## src/rtl/core/msort_pkg.sv

```systemverilog
// ----------------------------------------------------------------------------
// msort_pkg
// Shared types and constants for the merge sorter and its cell row.
// ----------------------------------------------------------------------------
package msort_pkg;

    // element width and default row length
    localparam int DATA_W        = 32;
    localparam int DEPTH_DEFAULT = 64;

    // what every cell does in a cycle
    typedef enum logic [1:0] {
        OP_HOLD,
        OP_INSERT,
        OP_SHIFT
    } cell_op_t;

    // broadcast control from the top level to the row
    typedef struct packed {
        cell_op_t                   op;
        logic signed [DATA_W-1:0]   din;
    } cell_ctl_t;

endpackage

```

## src/rtl/core/msort_cell.sv

```systemverilog
// ----------------------------------------------------------------------------
// msort_cell
// One slot of the sorting row: holds one element, makes room for a new
// element by taking its left neighbor's value, and shifts left on drain.
// ----------------------------------------------------------------------------
module msort_cell (
    input  logic                                clk,
    input  logic                                rst_n,
    input  msort_pkg::cell_ctl_t                ctl,
    input  logic signed [msort_pkg::DATA_W-1:0] left_val,
    input  logic                                left_valid,
    input  logic                                left_gt,
    input  logic signed [msort_pkg::DATA_W-1:0] right_val,
    input  logic                                right_valid,
    output logic signed [msort_pkg::DATA_W-1:0] val,
    output logic                                valid,
    output logic                                gt
);
    import msort_pkg::*;

    logic signed [DATA_W-1:0] val_reg;
    logic signed [DATA_W-1:0] val_next;
    logic                     valid_reg;
    logic                     valid_next;

    // new element goes at or before this slot
    assign gt = !valid_reg || (val_reg > ctl.din);

    // slot update
    always_comb
    begin
        val_next   = val_reg;
        valid_next = valid_reg;
        case (ctl.op)
            OP_INSERT:
            begin
                if (gt)
                begin
                    if (left_gt)
                    begin
                        val_next   = left_val;
                        valid_next = left_valid;
                    end
                    else
                    begin
                        val_next   = ctl.din;
                        valid_next = 1'b1;
                    end
                end
            end
            OP_SHIFT:
            begin
                val_next   = right_val;
                valid_next = right_valid;
            end
            default:
            begin
                val_next   = val_reg;
                valid_next = valid_reg;
            end
        endcase
    end

    // element payload
    always_ff @(posedge clk)
    begin
        val_reg <= val_next;
    end

    // occupancy
    always_ff @(posedge clk or negedge rst_n)
    begin
        if (!rst_n)
        begin
            valid_reg <= 1'b0;
        end
        else
        begin
            valid_reg <= valid_next;
        end
    end

    assign val   = val_reg;
    assign valid = valid_reg;

endmodule

```

## config.mk

```make
export PLATFORM = sky130hd
export DESIGN_NAME = msort_cell
export DESIGN_NICKNAME = d
export VERILOG_FILES = /design/src/rtl/core/msort_pkg.sv /design/src/rtl/core/msort_cell.sv
export SDC_FILE = /design/constraint.sdc
export NUM_CORES = 1
export LEC_CHECK = 0
export CAP_MARGIN = 10
export CORE_AREA = 2 2 69 71
export DETAILED_ROUTE_END_ITERATION = 7
export DIE_AREA = 0 0 71 73
export DONT_BUFFER_PORTS = 1
export PLACE_DENSITY = 0.73
export SLEW_MARGIN = 20
export SYNTH_ARGS = -nofsm -noshare
export SYNTH_HDL_FRONTEND = slang
export SYNTH_SLANG_ARGS = --single-unit
```

## constraint.sdc

```tcl
create_clock -name clk -period 8.9 [get_ports clk]
set_input_delay 0.445 -clock clk [delete_from_list [all_inputs] [get_ports clk]]
set_output_delay 0.445 -clock clk [all_outputs]
set_load 0.05 [all_outputs]
```

==> impl_results.md, run 1 <==
* Outcome: complete, no violations
* Unique masters post-synth at 35
* Final min period at 3.24 ns
* Vias per inst at 5.94
* Worst vdd ir at 117 µV
* Final Cell Area at 2680 µm²
* Area post-placement at 2590 µm²
* Critical Path RT at 8.46 ns
* Top Ports at 137
* Vias in the first global route at 1,974
* TritonCTS Buffers at 5
* Max cap viols at 0
* Post-cts gate resize count at 0
* Mapped cell area at 2540 µm²
* Final Max Slew Viols at 0
* Clock buffer depth at 2
* Die Wd at 71 µm
* Max FO, Critical Path at 3
* Fmax achieved at 0.308 GHz
* GP Congestion at 0.748
* Slowest cell delay on critical path at 0.62 ns
* Yosys reg bits at 33
* Final WL at 5580 µm
* Number of synthesized flops with an enable pin at 32
* Routed vias at 1,878
* Final setup viols at 0
* CTS H-Tree Depth at 2
* Postcts setup bufs at 0
* FILL cells at 397
* Synth Warn # at 0
* Setup Total Neg Slack at 0 ns
* GRT overflow at 0
* Final Skew at 0.00200 ns
* First-pass GRT wire length at 8830 µm
* Leakage power at 1.18 nW
* Clock-pin slew of the registers on the worst-case setup and hold paths at 0.06 ns
* Syn Nets at 399
* Worst r2r src: val[19]
* Period utilization at 36.5%
* Routed len/inst at 17.7 µm
* CTS hold repair buffers at 1
* Final hold viol count at 0
* Critical path's slowest cell: edfxtp_1
* Starting DRT DRC Count at 63
* Worst path cell trace: ha_1 -> a21oi_1 -> o21ai_0 -> a221oi_2 -> o211ai_1 -> o21ai_1 -> nand2_1
* Syn Inst Count at 264
* Worst Path Arrival at 2.80 ns
* Final hold slack at 0.323 ns
* Port bufs at 0
* Sequential fraction of the synthesis area at 38.8%
* Slew margin rel. at 29.7%
* Hold_sp: ctl[33]
* Estimated wirelength of the detail-placed design at 4340 µm
* Die area at 5180 µm²
* RSZ-0062 raised after global routing: false
* CTS tree: done
* Row count at 25
* Setup CP Type: flip-flop to output pin
* Critical Path End Type: output pin
* Number of buffers and inverters on the critical path at 0
* Antenna violations before repair at 0
* Worst Max-Slew Pin Slew at 1.05 ns
* DR DRC count at 0
* Inserted Diodes at 0
* Post-synth ARST share at 3.03%
* Area Overhead vs Synth at 5.32%
* Core ar. at 4540 µm²
* Avg Inst Size Synth at 9.63 µm²
* Largest net degree at the start of global routing at 66
* Post-layout nets at 397
* Initial core utilization at 56.0%
* Power Density at 181 nW/µm²
* Gr usage total at 21.9%
* Sinks on Clock Net at 33
* Setup crit start kind: flip-flop
* Worst-Skew Late Latency at 0.28 ns
* Hold Path Class: input port to flip-flop
* Tot Pwr at 0.000485 W
* Setup crit start: val[19]
* Die Height at 73 µm
* Primary FF master, synth: edfxtp_1
* Root buf cell: clkbuf_8
* Critical path's top delay family: compound AO/OA/AOI/OAI gates
* Max reg flops at 32
* Final ANT Viol Nets at 0
* Drt pass-1 iters at 4
* Layout cell share with drive strength beyond 1 at 5.34%
==> path summary, 6_finish.rpt <==
kind / end / slack, ns / depth (start not counted)
min in group asynchronous: valid / 0.37 / 1
hold reg to reg: valid / 1.03 / 3
hold / removal: valid / 0.32 / 1
max in group asynchronous: valid / 8.42 / 1
setup reg to reg: val[13] / 5.67 / 7
setup / recovery: gt / 5.66 / 7
==> layout make-up <==
cell class | instances | area, µm² | share of cell area (%)
repair buffers | 2 | 17.5 | 0.655
flip-flops and latches | 33 | 986 | 36.8
clock inverters | 1 | 3.75 | 0.140
inverters | 33 | 124 | 4.63
clock buffers | 6 | 72.6 | 2.71
multi-input cells | 187 | 1410 | 52.5
well taps | 54 | 67.6 | 2.52
==> placed cells by master (no fill, tap or decap), types with 2 or more instances in the layout <==
master	count
clkbuf_8	5
edfxtp_1	32
mux2i_1	32
a21oi_1	13
ha_1	32
o21ai_0	35
o21ai_1	2
nand2_1	38
inv_1	33
o41a_1	2
nand4_1	7
nor2_1	3
==> where the power goes <==
part | leakage [nW] | switching [W] | total [W] | internal (W)
registers | 0.324 | 0.0000827 | 0.000283 | 0.000200
clock network | 0.0387 | 0.0000527 | 0.000105 | 0.0000527
logic | 0.814 | 0.0000567 | 0.0000972 | 0.0000405
==> per-stage QoR <==
| stage | setup slack, ns | utilization, % | cells |
|---|---|---|---|
| global placement | 5.68 | 57.1 | 308 |
| global route | 5.38 | 59.0 | 316 |
| finish | 5.66 | 59.0 | 316 |
| CTS | 5.60 | 59.0 | 316 |
| floorplan | 5.13 | - | 264 |
| detailed placement | 5.62 | 57.1 | 308 |
==> Yosys cell counts, types with 2 or more instances <==
cell type | n | share of area, %
o21ai_0 | 35 | 6.9
o41a_1 | 2 | 0.89
ha_1 | 32 | 16
o21ai_1 | 2 | 0.39
nand4_1 | 7 | 1.7
nand2_1 | 38 | 5.6
inv_1 | 33 | 4.9
nor2_1 | 3 | 0.44
edfxtp_1 | 32 | 38
mux2i_1 | 32 | 13
a21oi_1 | 14 | 2.8
clkbuf_1 | 8 | 1.2
buf_2 | 3 | 0.59
nor2b_1 | 2 | 0.49
==> metal layers <==
| layer | global-route usage, % | part of all wire [%] |
|---|---|---|
| met1 | 25.9 | 41 |
| met2 | 38.5 | 50 |
| met3 | 6.22 | 7.2 |
| met4 | 7.13 | 1.3 |
| met5 | 0 | 0 |
==> cells by family (layout without fill, tap and decap cells) <==
kind of cell    after synthesis  in the layout  synth area share (%)
simple gates                 58             58                  10.8
buf+inv                      44             42                  6.65
flops                        33             33                  38.8
xor+xnor                      1              1                 0.345
compound gates               64             64                  15.1
fa+ha+maj                    32             32                  15.8
mux                          32             32                  12.6
==> worst register-to-register path, stage by stage, from the launching register on <==
cell	delay (ns)
edfxtp_1	0.62
ha_1	0.41
a21oi_1	0.13
o21ai_0	0.15
a221oi_2	0.30
a2bb2oi_1	0.18
o21ai_1	0.17
a21oi_4	0.87
Power figures use the tool's default switching activity.
==> run 2, diff against run 1 <==
==> constraint.sdc (replaced) <==
create_clock -name clk -period 3 [get_ports clk]
set_input_delay 0.15 -clock clk [delete_from_list [all_inputs] [get_ports clk]]
set_output_delay 0.15 -clock clk [all_outputs]
set_load 0.05 [all_outputs]
==> run 2 against run 1 <==
  * Sequential cell count unchanged
  * Count of clock-buffer cells in the layout is 1 lower
  * Clock power grew to 3.0 times the previous value
  * Final cell count is 11% higher
  * Design area increased by 9.5%
  * Sequential power increased by 120%
  * First-iteration DRC count grew 29%
  * Routed wire length increased by 0.34%
  * Hold slack got worse by 0.29 ns
  * Largest cell class unchanged
==> impl_results.md, run 2 (same netlist as run 1, synthesis figures left out) <==
* Estimated wirelength of the detail-placed design at 4330 µm (about the same)
* Max cap viols at 0 (unchanged)
* Final ANT Viol Nets at 0 (unchanged)
* Critical Path End Type: flip-flop
* Core ar. at 4540 µm² (unchanged)
* Final setup viols at 0 (unchanged)
* Post-cts gate resize count at 0 (unchanged)
* Drt pass-1 iters at 4 (unchanged)
* First-pass GRT wire length at 8210 µm (-7.0%)
* GRT overflow at 0 (unchanged)
* Period utilization at 93.8%
* Critical path's top delay family: compound AO/OA/AOI/OAI gates
* Routed vias at 1,966 (+4.7%)
* Port bufs at 0 (unchanged)
* Max reg flops at 32 (unchanged)
* Worst vdd ir at 324 µV (+180%)
* Most frequent cells in the layout: 38 x nand2_1, 35 x o21ai_0, 33 x inv_1, 33 x buf_4
* Worst Max-Slew Pin Slew at 0.924 ns (-0.129 ns)
* CTS H-Tree Depth at 2 (unchanged)
* Vias per inst at 5.62 (-5.5%)
* Gr usage total at 20.3% (-1.6 points)
* Power Density at 520 nW/µm² (+190%)
* Final Skew at 0.00625 ns (+0.00425 ns)
* Outcome: complete, no violations
* Worst path cell trace: ha_1 -> a21oi_1 -> o21ai_0 -> a221oi_2 -> a2bb2oi_1 -> o21ai_1 -> a21oi_2
* Die Height at 73 µm (unchanged)
* Setup CP Type: flip-flop to flip-flop
* Most common cell after layout, fill and taps aside: nand2_1
* Number of buffers and inverters on the critical path at 0 (unchanged)
* Layout cell share with drive strength beyond 1 at 16.2% (+11 points)
* Hold Path Class: input port to flip-flop
* Area Overhead vs Synth at 15.3%
* Postcts setup bufs at 0 (unchanged)
* Final WL at 5600 µm (+0.34%)
* CTS tree: done
* Met2 Track Usage GR at 36.0% (-2.5 points)
* GP Congestion at 0.781 (+4.3%)
* Final hold viol count at 0 (unchanged)
* Critical Path RT at 2.91 ns (-5.55 ns)
* Antenna violations before repair at 0 (unchanged)
* Met3 Use GR at 6.91% (+0.69 points)
* Clock-pin slew of the registers on the worst-case setup and hold paths at 0.07 ns (about the same)
* Slowest cell delay on critical path at 0.76 ns (+0.14 ns)
* Final Max Slew Viols at 0 (unchanged)
* Die area at 5180 µm² (unchanged)
* Grt met1 use at 23.6% (-2.3 points)
* Die Wd at 71 µm (unchanged)
* Final min period at 2.81 ns
* Fmax achieved at 0.355 GHz
* Post-layout nets at 430 (+8.3%)
* RSZ-0062 raised after global routing: false
* Setup Total Neg Slack at 0 ns (unchanged)
* Slew margin rel. at 38.4% (+8.8 points)
* DR DRC count at 0 (unchanged)
* Initial core utilization at 56.0% (unchanged)
* Top Ports at 137 (unchanged)
* Max FO, Critical Path at 16 (+13)
* Row count at 25 (unchanged)
* Largest net degree at the start of global routing at 66 (unchanged)
* Routed len/inst at 16.0 µm (-9.4%)
* Worst Path Arrival at 2.72 ns (-0.08 ns)
* GR peak layer: met2
* Critical path's slowest cell: a21oi_2
* Vias in the first global route at 1,873 (-5.1%)
* Inserted Diodes at 0 (unchanged)
* Setup crit start kind: flip-flop
* Worst-Skew Late Latency at 0.28 ns (about the same)
* Final hold slack at 0.0308 ns (-0.292 ns)
* TritonCTS Buffers at 5 (unchanged)
* Leakage power at 1.34 nW (+14%)
* Root buf cell: clkbuf_8
* Sinks on Clock Net at 33 (unchanged)
* Clock buffer depth at 2 (unchanged)
* Starting DRT DRC Count at 81 (+29%)
-- run 2: cell count changes in the layout (fill, tap and decap cells not counted) --
cell / before / now
clkbuf_1: 1 / 0
clkinv_2: 0 / 1
a21oi_2: 0 / 1
buf_4: 1 / 33
clkinv_1: 1 / 2
-- run 2: stage by stage --
stage                     util (%)  total power [W]  instance area, µm²  std cells  setup WS (ns)
after floorplan                  -          0.00107                2550        264          0.220
after global placement        62.4          0.00120                2830        340          0.155
after detailed placement      62.4          0.00122                2830        340         0.0621
after CTS                     64.4          0.00153                2920        349         0.0516
after global routing          64.6          0.00160                2930        350        0.00665
final                         64.6          0.00152                2930        350          0.186
-- run 2: where the power goes --
part	internal, W	total, W	switching (W)	leakage (nW)
Clock	0.000156	0.000314	0.000158	0.0430
Combinational	0.000189	0.000579	0.000390	0.970
Sequential	0.000589	0.000631	0.0000416	0.324
-- run 2: layer usage --
layer | share of wire, % | up-vias
li1 | - | 1013
met1 | 42 | 865
met2 | 50 | 81
met3 | 7.3 | 7
met4 | 0.95 | 0
met5 | 0 | -
-- run 2: final timing paths --
check | from | to | slack, ns | cells after the start
min | ctl[33] | valid | 0.03 | 1
min in group asynchronous | rst_n | valid | 0.07 | 1
max reg2reg | val[19] | val[21] | 0.19 | 7
min reg2reg | valid | valid | 1.03 | 3
max in group asynchronous | rst_n | valid | 2.83 | 1
max | val[19] | val[21] | 0.19 | 7
-- run 2: timing repair --
item | in CTS | in global routing
hold endpoints to repair | 1 | 0
endpoints found under the setup margin | 0 | 32
hold buffers | 1 | 0
-- run 2: cell type report --
class | instances | area, µm²
Clock buffer | 5 | 68.8
Clock inverter | 3 | 12.5
Fill cell | 382 | 1610
Inverter | 33 | 124
Multi-Input combinational cell | 188 | 1410
Sequential cell | 33 | 986
Tap cell | 54 | 67.6
Timing Repair Buffer | 34 | 258
==> run 3, diff against run 2 <==
--- a/config.mk
+++ b/config.mk
@@ -5,12 +5,12 @@
 export SDC_FILE = /design/constraint.sdc
 export NUM_CORES = 1
 export LEC_CHECK = 0
+export BUFFER_PORTS_ARGS = -buffer_cell sky130_fd_sc_hd__buf_4
 export CAP_MARGIN = 10
-export CORE_AREA = 2 2 69 71
+export CORE_AREA = 2 2 78 80
 export DETAILED_ROUTE_END_ITERATION = 7
-export DIE_AREA = 0 0 71 73
-export DONT_BUFFER_PORTS = 1
-export PLACE_DENSITY = 0.73
+export DIE_AREA = 0 0 80 82
+export PLACE_DENSITY = 0.8
 export SLEW_MARGIN = 20
 export SYNTH_ARGS = -nofsm -noshare
 export SYNTH_HDL_FRONTEND = slang
==> run 3 against run 2 <==
  * Clock power increased by 3%
  * Count of clock-buffer cells in the layout grew 1
  * Via count up 23%
  * Largest power group is now combinational logic
  * Non-clock buffer count grew 105
  * Critical path depth increased by 1
  * Design area up 28%
  * Setup slack improved by 0.28 ns
  * Register-to-register slack better by 0.44 ns
  * Critical endpoint is now gt
  * Hold slack better by 0.11 ns
  * Sequential share of layout area is 7.4 points lower
==> impl_results.md, run 3 (same netlist as run 1, synthesis figures left out) <==
* Outcome: complete, no violations
* Routed vias at 2,415 (+23%)
* Worst-Skew Late Latency at 0.28 ns (about the same)
* Area post-placement at 3660 µm² (+29%)
* Most common cell after layout, fill and taps aside: buf_4
* Largest net degree at the start of global routing at 35 (-47%)
* Fin worst setup slack at 0.470 ns (+0.284 ns)
* Leakage power at 1.85 nW (+38%)
* Power Density at 447 nW/µm² (-14%)
* Max reg flops at 32 (unchanged)
* Switching pwr at 0.000642 W (+8.9%)
* Hold Path Class: input port to flip-flop
* Post-place setup slack at 0.659 ns (+0.597 ns)
* Clock share of power at 19.4% (-1.2 points)
* Worst Hold Depth at 3 (+2)
* Slew margin rel. at 57.5% (+19 points)
* Critical Path RT at 2.85 ns (-0.06 ns)
* Slowest cell delay on critical path at 0.40 ns (-0.36 ns)
* Drt pass-1 iters at 4 (unchanged)
* Critical path's slowest cell: edfxtp_1
* Combinational power share at 43.4% (+5.4 points)
* Post-layout nets at 534 (+24%)
* Postcts setup bufs at 0 (unchanged)
* Setup crit start kind: flip-flop
* Worst path cell trace: ha_1 -> a21oi_1 -> o21ai_0 -> a221oi_2 -> o211ai_1 -> o21ai_1 -> nand2_1 -> buf_4
* TritonCTS Buffers at 5 (unchanged)
* Final Max Slew Viols at 0 (unchanged)
* Setup CP Type: flip-flop to output pin
* Final hold viol count at 0 (unchanged)
* Routed len/inst at 14.8 µm (-7.7%)
* Final hold slack at 0.144 ns (+0.113 ns)
* RSZ-0062 raised after global routing: false
* GRT overflow at 0 (unchanged)
* Initial core utilization at 44.2% (-12 points)
* Sinks on Clock Net at 33 (unchanged)
* Tot Pwr at 0.00168 W (+9.9%)
* Inserted Diodes at 0 (unchanged)
* Die Height at 82 µm (+12%)
* Gr usage total at 21.4% (+1.1 points)
* Die area at 6560 µm² (+27%)
* Final ANT Viol Nets at 0 (unchanged)
* Root buf cell: clkbuf_8
* Final Skew at 0.00864 ns (+0.00239 ns)
* Hold_sp: right_val[18]
* Worst Path Arrival at 2.38 ns (-0.34 ns)
* Core ar. at 5750 µm² (+27%)
* Final min period at 2.53 ns (-0.284 ns)
* Worst Hold End: val[18]
* Vias in the first global route at 2,382 (+27%)
* Most frequent cells in the layout: 137 x buf_4, 38 x nand2_1, 35 x o21ai_0
* Worst vdd ir at 273 µV (-16%)
* Final WL at 7010 µm (+25%)
* GP Congestion at 0.764 (-2.2%)
* Row count at 28 (+12%)
* Setup Total Neg Slack at 0 ns (unchanged)
* Layout cell share with drive strength beyond 1 at 38.3% (+22 points)
* Internal Pwr Total at 0.00103 W (+11%)
* DR DRC count at 0 (unchanged)
* R2R cell count at 8 (+1)
* Vias per inst at 5.08 (-9.5%)
* Starting DRT DRC Count at 141 (+74%)
* Max cap viols at 0 (unchanged)
* Critical Path End Type: output pin
* Fmax achieved at 0.395 GHz (+11%)
* Port bufs at 136 (+136)
* CTS H-Tree Depth at 2 (unchanged)
* Period utilization at 84.3% (-9.5 points)
* First-pass GRT wire length at 10,900 µm (+33%)
* Estimated wirelength of the detail-placed design at 5700 µm (+32%)
* R2r setup slk at 0.63 ns (+0.44 ns)
* Final Cell Area at 3750 µm² (+28%)
* CTS tree: done
* Worst r2r src: val[19]
* Sequential share of power at 37.2% (-4.2 points)
* Antenna violations before repair at 0 (unchanged)
* Area Overhead vs Synth at 47.6%
* Clock buffer depth at 2 (unchanged)
* Clock-pin slew of the registers on the worst-case setup and hold paths at 0.07 ns (about the same)
* RR Endpoint: val[31]
* Max FO, Critical Path at 3 (-13)
* Die Wd at 80 µm (+13%)
* Worst Max-Slew Pin Slew at 0.636 ns (-0.287 ns)
* Sw Ratio at 38.3% (-0.36 points)
* Final setup viols at 0 (unchanged)
* Top Ports at 137 (unchanged)
* Post-cts gate resize count at 0 (unchanged)
[run 3: power by group through the flow]
stage,Clock (W),Combinational [W],Sequential [W]
floorplan,0,0.000241,0.000833
global placement,0,0.000714,0.000628
detailed placement,0,0.000729,0.000634
CTS,0.000329,0.000733,0.000625
global route,0.000349,0.000784,0.000632
finish,0.000324,0.000727,0.000624
[run 3: worst max path at each step]
stage                     startpoint       to  slack, ns  cells past startpoint
final                        val[19]       gt       0.47                      8
after floorplan              val[23]   val[0]       0.22                      7
after CTS                     val[1]       gt       0.44                      8
after global routing         val[23]       gt       0.31                      8
after detailed placement     val[19]  val[16]       0.66                      8
after global placement       val[31]  val[22]       0.70                      7
[run 3: metrics by stage]
stage / std cells / utilization, %
detailed placement: 466 / 63.7
finish: 475 / 65.3
floorplan: 264 / -
global placement: 466 / 63.7
global route: 475 / 65.3
CTS: 475 / 65.3
[run 3: layer usage]
layer / GRT usage (%) / vias up / part of all wire (%)
met4: 6.27 / 0 / 1.1
met2: 40.7 / 89 / 53
met5: 0 / - / 0
li1: - / 1219 / -
met3: 5.16 / 8 / 7.3
met1: 23.7 / 1099 / 38
[run 3: cell type report]
cell class / count / area (µm²)
tap: 75 / 93.8
multi-input combinational: 187 / 1410
sequential: 33 / 986
inverter: 33 / 124
fill: 487 / 2000
timing repair buffer: 139 / 1060
clock inverter: 2 / 10.0
clock buffer: 6 / 72.6
[run 3: what timing repair did]
action	CTS	global route
endpoints found under the setup margin	0	0
hold buffers	1	0
hold endpoints to repair	1	0
[run 3: critical path: cells and delay by family, from the launching register on]
family,cells,cell delay [ns]
AOI/OAI and AO/OA,5,1.04
adders and majority gates,1,0.33
buffers and inverters,1,0.21
DFF,1,0.40
and+or+nand+nor,1,0.13
